<file path="src/rtl/btpc_pkg.sv">
// Shared types, constants and wrapping multiply helpers for the barometer compensation
`timescale 1ns / 1ps
`default_nettype none
package btpc_pkg;

  // Calibration words unpacked from the four configuration registers
  typedef struct packed {
    logic [15:0] t1;
    logic [15:0] t2;
    logic [15:0] t3;
    logic [15:0] p1;
    logic [15:0] p2;
    logic [15:0] p3;
    logic [15:0] p4;
    logic [15:0] p5;
    logic [15:0] p6;
    logic [15:0] p7;
    logic [15:0] p8;
    logic [15:0] p9;
  } cal_t;

  // Control and side data that travel with an item down the pipeline
  typedef struct packed {
    logic        vld;
    logic        inv;
    logic        neg;
    logic [14:0] temp;
  } side_t;

  localparam int unsigned        DivWidth   = 64;
  localparam logic signed [25:0] FineOffset = 26'sd128000;
  localparam logic signed [19:0] TempMin    = -20'sd4000;
  localparam logic signed [19:0] TempMax    = 20'sd8500;
  localparam logic [20:0]        PressFull  = 21'd1048576;
  localparam logic [63:0]        PolyBias   = 64'h0000_8000_0000_0000;
  localparam logic [16:0]        DivScale   = 17'd3125;
  localparam logic [24:0]        PressMax   = 25'h1FF_FFFF;

  // Low 32-bit half of x times signed y, exact
  function automatic logic [49:0] mul_lo(input logic [63:0] x, input logic [16:0] y);
    logic signed [32:0] xl;
    logic signed [49:0] pr;
    xl = $signed({1'b0, x[31:0]});
    pr = xl * $signed(y);
    return pr;
  endfunction

  // High 32-bit half of x times signed y, only the bits that survive mod 2^64
  function automatic logic [31:0] mul_hi(input logic [63:0] x, input logic [16:0] y);
    logic signed [31:0] xh;
    logic signed [31:0] pr;
    xh = $signed(x[63:32]);
    pr = xh * $signed(y);
    return pr;
  endfunction

  // Combine the two halves into the product mod 2^64
  function automatic logic [63:0] mul_sum(input logic [49:0] lo, input logic [31:0] hi);
    return {hi, 32'd0} + {{14{lo[49]}}, lo};
  endfunction

  // Arithmetic right shift of a 64-bit word
  function automatic logic [63:0] asr(input logic [63:0] v, input int unsigned n);
    return $signed(v) >>> n;
  endfunction

endpackage
`default_nettype wire

</file>
<file path="src/rtl/btpc_temp.sv">
// Temperature stages: fine temperature, compensated temperature, pressure offset term
`timescale 1ns / 1ps
`default_nettype none
module btpc_temp import btpc_pkg::*; (
  input  wire logic               clk,
  input  wire logic               rst,
  input  wire logic               in_vld,
  input  wire logic [19:0]        temp_code,
  input  wire logic [19:0]        press_code,
  input  wire cal_t               cal,
  output side_t                   side_out,
  output logic signed [25:0]      a_out,
  output logic [19:0]             rp_out
);

  logic signed [33:0] m1;
  logic signed [33:0] dd;
  logic signed [22:0] v1;
  logic signed [36:0] m2;
  logic signed [24:0] fine;
  logic signed [25:0] a;
  logic [14:0]        temp;
  logic [19:0]        rp [1:4];
  logic [3:0]         vld;

  logic signed [17:0] dif;
  logic signed [16:0] dt;
  logic signed [27:0] fx;
  logic signed [27:0] t5;
  logic signed [19:0] tq;
  logic [14:0]        temp_next;

  always_comb begin
    dif = $signed({1'b0, temp_code[19:3]}) - $signed({1'b0, cal.t1, 1'b0});
    dt  = $signed({1'b0, temp_code[19:4]}) - $signed({1'b0, cal.t1});
    fx  = $signed({{3{fine[24]}}, fine});
    t5  = (fx <<< 2) + fx + 28'sd128;
    tq  = t5[27:8];
    // clamp to the output range
    if (tq < TempMin) begin
      temp_next = TempMin[14:0];
    end else if (tq > TempMax) begin
      temp_next = TempMax[14:0];
    end else begin
      temp_next = tq[14:0];
    end
  end

  // advance the four temperature stages
  always_ff @(posedge clk) begin
    m1    <= dif * $signed(cal.t2);
    dd    <= dt * dt;
    v1    <= m1[33:11];
    m2    <= $signed({1'b0, dd[31:12]}) * $signed(cal.t3);
    fine  <= $signed({{2{v1[22]}}, v1}) + $signed({{2{m2[36]}}, m2[36:14]});
    a     <= $signed({fine[24], fine}) - FineOffset;
    temp  <= temp_next;
    rp[1] <= press_code;
    rp[2] <= rp[1];
    rp[3] <= rp[2];
    rp[4] <= rp[3];
    if (rst) begin
      vld <= '0;
    end else begin
      vld <= {vld[2:0], in_vld};
    end
  end

  assign side_out = '{vld: vld[3], inv: 1'b0, neg: 1'b0, temp: temp};
  assign a_out    = a;
  assign rp_out   = rp[4];

endmodule
`default_nettype wire

</file>
<file path="config.mk">
export PLATFORM = sky130hd
export DESIGN_NAME = btpc_temp
export DESIGN_NICKNAME = d
export VERILOG_FILES = /design/src/rtl/btpc_pkg.sv /design/src/rtl/btpc_temp.sv
export SDC_FILE = /design/constraint.sdc
export NUM_CORES = 2
export LEC_CHECK = 0
export ABC_CLOCK_PERIOD_IN_PS = 9850
export BUFFER_PORTS_ARGS = -buffer_cell sky130_fd_sc_hd__buf_2
export CAP_MARGIN = 30
export CELL_PAD_IN_SITES_DETAIL_PLACEMENT = 2
export CELL_PAD_IN_SITES_GLOBAL_PLACEMENT = 2
export CORE_MARGIN = 5
export CORE_UTILIZATION = 36
export CTS_CLUSTER_SIZE = 16
export DETAILED_ROUTE_END_ITERATION = 10
export PLACE_DENSITY_LB_ADDON = 0.1
export SYNTH_ARGS = -nofsm -noshare
export SYNTH_HDL_FRONTEND = slang
export SYNTH_SLANG_ARGS = --single-unit
</file>
<file path="constraint.sdc">
create_clock -name clk -period 9.85 [get_ports clk]
set_input_delay 1.97 -clock clk [delete_from_list [all_inputs] [get_ports clk]]
set_output_delay 1.97 -clock clk [all_outputs]
set_load 0.03 [all_outputs]
</file>
==> impl_summary.txt <==
----------------------------------------------------
[Die]
  Cell Rows ... 119
  Core box area ... 106000 µm²
  Full die area ... 113000 µm²
  Number of top-level pins ... 299
  Die width ... 336 µm
  Vertical die dimension ... 336 µm
  Initial standard-cell utilization of the core ... 36.3%

[Timing]
  Min Tclk post-route ... 9600 ps
  Max Slew Vio Count ... 0
  Actual transition at the worst max-transition pin ... 910 ps
  RSZ-0062 raised after global routing ... true
  Worst slack on hold paths ... 321 ps
  Final hold violation count ... 0
  Relative max-transition margin ... 39.3%
  Total of endpoints with negative setup slack in the final report ... 0
  Upper clock frequency limit ... 0.104 GHz
  Largest clock skew in the final design ... 23.0 ps
  Tcrit/Tclk final ... 97.4%

[Final layout]
  Ratio of cells with drive above 1 in the final layout ... 13.2%
  Final standard cell count with taps included and fillers excluded ... 5840
  FILL cells ... 11500
  # nets final ... 5810
  Area occupied by multi-input gates ... 29400 µm²
  Layout area overhead ... 14.2%
  FF+latch area ... 4740 µm²

[Setup path]
  Largest stage delay, worst path ... 560 ps
  Buffers and inverters on the worst path ... 10
  Nature of the critical path startpoint ... input port
  Endpoint class of the critical path ... register
  Arrival time of data at the critical path endpoint ... 10060 ps
  Worst path required time ... 10320 ps
  Endpoint of the most critical register-to-register path ... m2[36]$_DFF_P_
  Number of cells on the worst reg-to-reg path ... 25
  Startpoint of the most critical register-to-register path ... dd[17]$_DFF_P_
  Crit path from ... temp_code[4]
  Critical path's top delay family ... adder cells
  Standard cell with the maximum stage delay on the critical path ... sky130_fd_sc_hd__fa_1
  Cell depth of the worst setup path ... 37
  Register-to-register setup slack ... 2470 ps
  Largest driver fanout on the critical path ... 7
  Critical Path End ... dd[30]$_DFF_P_
  Worst Setup Path Type ... input port to register
  Cell type with the highest occurrence count on the critical path ... sky130_fd_sc_hd__fa_1

[Place]
  Count of port buffers added during placement ... 149
  RD Place Congestion ... 0.830
  Post-Place Cells ... 5786
  Placed wire-length estimate after detailed placement ... 96000 µm

[Synthesis]
  Synth async-reset ratio ... 0%
  YS warnings ... 0
  Main combinational cell family by area after synthesis ... adder cells
  Xor and xnor area share after synthesis ... 3.56%
  EDFF count, synth ... 0
  Portion of netlist area occupied by mux cells ... 0.193%
  Most common flop cell mapped by yosys ... sky130_fd_sc_hd__dfxtp_1
  Adder-cell area share of the yosys netlist ... 53.0%
  Number of distinct library cells after synthesis ... 89
  Post-synthesis share of cell area spent on and, or, nand and nor gates ... 14.0%
  Cell count after synthesis ... 4099
  Compound-Gate Fraction of Synth Area ... 5.40%
  Yosys reg bits ... 237
  Total standard cell area after synthesis ... 38300 µm²
  Mean instance size in the synthesized netlist ... 9.35 µm²
  Sequential share of the synthesized area ... 12.4%

[CTS]
  Worst-path clk slew ... 60 ps
  TritonCTS clock tree ... done
  Number of buffers between clock root and the deepest sink ... 3
  Cts bufs inserted ... 25
  Root buffer selected by CTS ... sky130_fd_sc_hd__clkbuf_16
  CTS sink cnt ... 237
  H-Tree Depth ... 1
  Clock insertion delay at the later pin of the skew report ... 580 ps

[Hold path]
  HP Class ... register to register
  Min-Delay Startpoint ... m1[24]$_DFF_P_
  Hold Path Cell Cnt ... 0

[Drt]
  Final wirelength ... 114000 µm
  Antenna violation net count after detailed routing ... 0
  Per-cell routed wire length ... 19.5 µm
  Vias/cell ... 4.78
  First drt pass iteration count ... 4
  Overall via count from detail_route ... 27900
  DRC marker count from the first detailed-route iteration ... 762
  Remaining design rule violation count ... 0

[Flow run]
  Max capacitance violation total ... 0

[Status]
  Run status ... completed

[Global route]
  Antenna violations before repair ... 4
  Overall routing resource usage ... 20.5%
  Largest net degree at the start of global routing ... 23
  Remaining Overflow, GRT ... 0
  Number of global-route vias before repair ... 32700
  First-pass GRT wire length ... 183000 µm

----------------------------------------------------
logic make-up after synthesis:
logic type / count (synthesis)
compound gates: 299
xor+xnor: 155
fa+ha+maj: 1146
buf+inv: 1146
flops: 237
mux: 7
other cells: 1
simple gates: 1108
cells in the final DEF, fill, tap and decap left out, types with 10 or more instances in the layout:
master,synthesis,routed
sky130_fd_sc_hd__nor3_1,36,36
sky130_fd_sc_hd__or3_1,11,10
sky130_fd_sc_hd__xnor2_1,105,103
sky130_fd_sc_hd__nand2_1,470,467
sky130_fd_sc_hd__clkbuf_16,0,25
sky130_fd_sc_hd__o21ai_0,51,46
sky130_fd_sc_hd__a31oi_1,18,17
sky130_fd_sc_hd__xor2_1,49,47
sky130_fd_sc_hd__nand4_1,14,14
sky130_fd_sc_hd__o21a_1,15,15
sky130_fd_sc_hd__o211ai_1,10,10
sky130_fd_sc_hd__a21oi_1,66,61
sky130_fd_sc_hd__buf_12,0,13
sky130_fd_sc_hd__dfxtp_1,237,237
sky130_fd_sc_hd__a21o_1,37,37
sky130_fd_sc_hd__ha_1,350,347
sky130_fd_sc_hd__fa_1,796,793
sky130_fd_sc_hd__or2_2,11,10
sky130_fd_sc_hd__nand3_1,24,24
sky130_fd_sc_hd__nor2_1,173,170
sky130_fd_sc_hd__inv_1,980,971
sky130_fd_sc_hd__buf_2,1,147
sky130_fd_sc_hd__nand2b_1,40,40
sky130_fd_sc_hd__nor2b_1,39,38
sky130_fd_sc_hd__buf_4,24,295
sky130_fd_sc_hd__and3_1,21,20
sky130_fd_sc_hd__and2_1,235,233
worst reg2reg max path, stage by stage, from the launching register on:
cell and delay (ps):
sky130_fd_sc_hd__dfxtp_1 860, sky130_fd_sc_hd__nand2_1 190, sky130_fd_sc_hd__fa_1 520, sky130_fd_sc_hd__inv_1 50, sky130_fd_sc_hd__fa_1 470, sky130_fd_sc_hd__inv_1 50, sky130_fd_sc_hd__fa_1 480, sky130_fd_sc_hd__fa_1 560
sky130_fd_sc_hd__inv_1 60, sky130_fd_sc_hd__fa_1 480, sky130_fd_sc_hd__inv_1 60, sky130_fd_sc_hd__fa_1 470, sky130_fd_sc_hd__inv_1 40, sky130_fd_sc_hd__ha_1 280, sky130_fd_sc_hd__a21o_1 170, sky130_fd_sc_hd__a21o_1 170
sky130_fd_sc_hd__a21o_1 200, sky130_fd_sc_hd__a211o_1 370, sky130_fd_sc_hd__and4_1 260, sky130_fd_sc_hd__o31a_1 290, sky130_fd_sc_hd__o2111ai_1 370, sky130_fd_sc_hd__a311o_1 310, sky130_fd_sc_hd__a311oi_1 150, sky130_fd_sc_hd__o21a_1 220
sky130_fd_sc_hd__nor2_1 120, sky130_fd_sc_hd__xnor2_1 130
sequential cells by signal, summed over array words and instances (netlist names):
name / cells
v1: 23
a_out: 25
vld: 4
m2: 23
dd: 20
rp: 80
temp: 15
m1: 23
fine: 24
how the worst min path moves through the flow:
stage	end	slack (ps)
floorplan	rp[0][40]$_DFF_P_	310
global placement	rp[0][61]$_DFF_P_	310
detailed placement	rp[0][81]$_DFF_P_	310
CTS	v1[14]$_DFF_P_	320
global route	rp[0][65]$_DFF_P_	320
finish	v1[13]$_DFF_P_	320
layer usage:
metal | vias to the layer above | global-route usage, % | wire [µm]
met4 | 4 | 3.07 | 1560
met1 | 14700 | 26.9 | 50900
li1 | 12900 | - | -
met2 | 292 | 38.1 | 58700
met3 | 80 | 1.36 | 2610
met5 | - | 0 | 27
layout make-up:
cell class | count | area share, %
flip-flops and latches | 237 | 10.8
multi-input cells | 2717 | 67.2
diodes | 1 | 0.00572
clock inverters | 12 | 0.355
well taps | 1391 | 3.98
repair buffers | 460 | 7.47
inverters | 988 | 8.50
clock buffers | 34 | 1.62
metrics by stage:
stage	setup WS (ps)	TNS [ps]	instance area [µm²]	util, %
global route	-120	-333	43800	41.4
CTS	37.1	0	43500	41.2
floorplan	39.6	0	38300	-
global placement	-716	-10610	42600	40.4
finish	254	0	43800	41.5
detailed placement	-943	-13740	42600	40.4
what timing repair did:
item	CTS	global route
hold buffers	0	0
setup buffers	0	7
endpoints found under the hold margin	0	0
pin swaps	0	32
gates resized for setup	10	57
setup endpoints to repair	9	22
Yosys cell counts (11+ instances only):
| library cell | number | share of area, % |
|---|---|---|
| sky130_fd_sc_hd__ha_1 | 350 | 11 |
| sky130_fd_sc_hd__nor2b_1 | 39 | 0.64 |
| sky130_fd_sc_hd__nor2_1 | 173 | 1.7 |
| sky130_fd_sc_hd__xor2_1 | 49 | 1.1 |
| sky130_fd_sc_hd__inv_1 | 980 | 9.6 |
| sky130_fd_sc_hd__or2_2 | 11 | 0.18 |
| sky130_fd_sc_hd__a21oi_1 | 66 | 0.86 |
| sky130_fd_sc_hd__nand4_1 | 14 | 0.23 |
| sky130_fd_sc_hd__xnor2_1 | 105 | 2.4 |
| sky130_fd_sc_hd__and2_1 | 235 | 3.8 |
| sky130_fd_sc_hd__o21a_1 | 15 | 0.29 |
| sky130_fd_sc_hd__o21ai_0 | 51 | 0.67 |
| sky130_fd_sc_hd__or3_1 | 11 | 0.18 |
| sky130_fd_sc_hd__and3_1 | 21 | 0.34 |
| sky130_fd_sc_hd__nand2_1 | 470 | 4.6 |
| sky130_fd_sc_hd__nand2b_1 | 40 | 0.65 |
| sky130_fd_sc_hd__nor3_1 | 36 | 0.47 |
| sky130_fd_sc_hd__a31oi_1 | 18 | 0.29 |
| sky130_fd_sc_hd__a21o_1 | 37 | 0.72 |
| sky130_fd_sc_hd__dfxtp_1 | 237 | 12 |
| sky130_fd_sc_hd__clkbuf_1 | 125 | 1.2 |
| sky130_fd_sc_hd__fa_1 | 796 | 42 |
| sky130_fd_sc_hd__nand3_1 | 24 | 0.31 |
| sky130_fd_sc_hd__buf_4 | 24 | 0.47 |
Power is left out: the tool's default activity adds up to more than one toggle a clock period on the data nets, which glitch-free logic cannot reach.
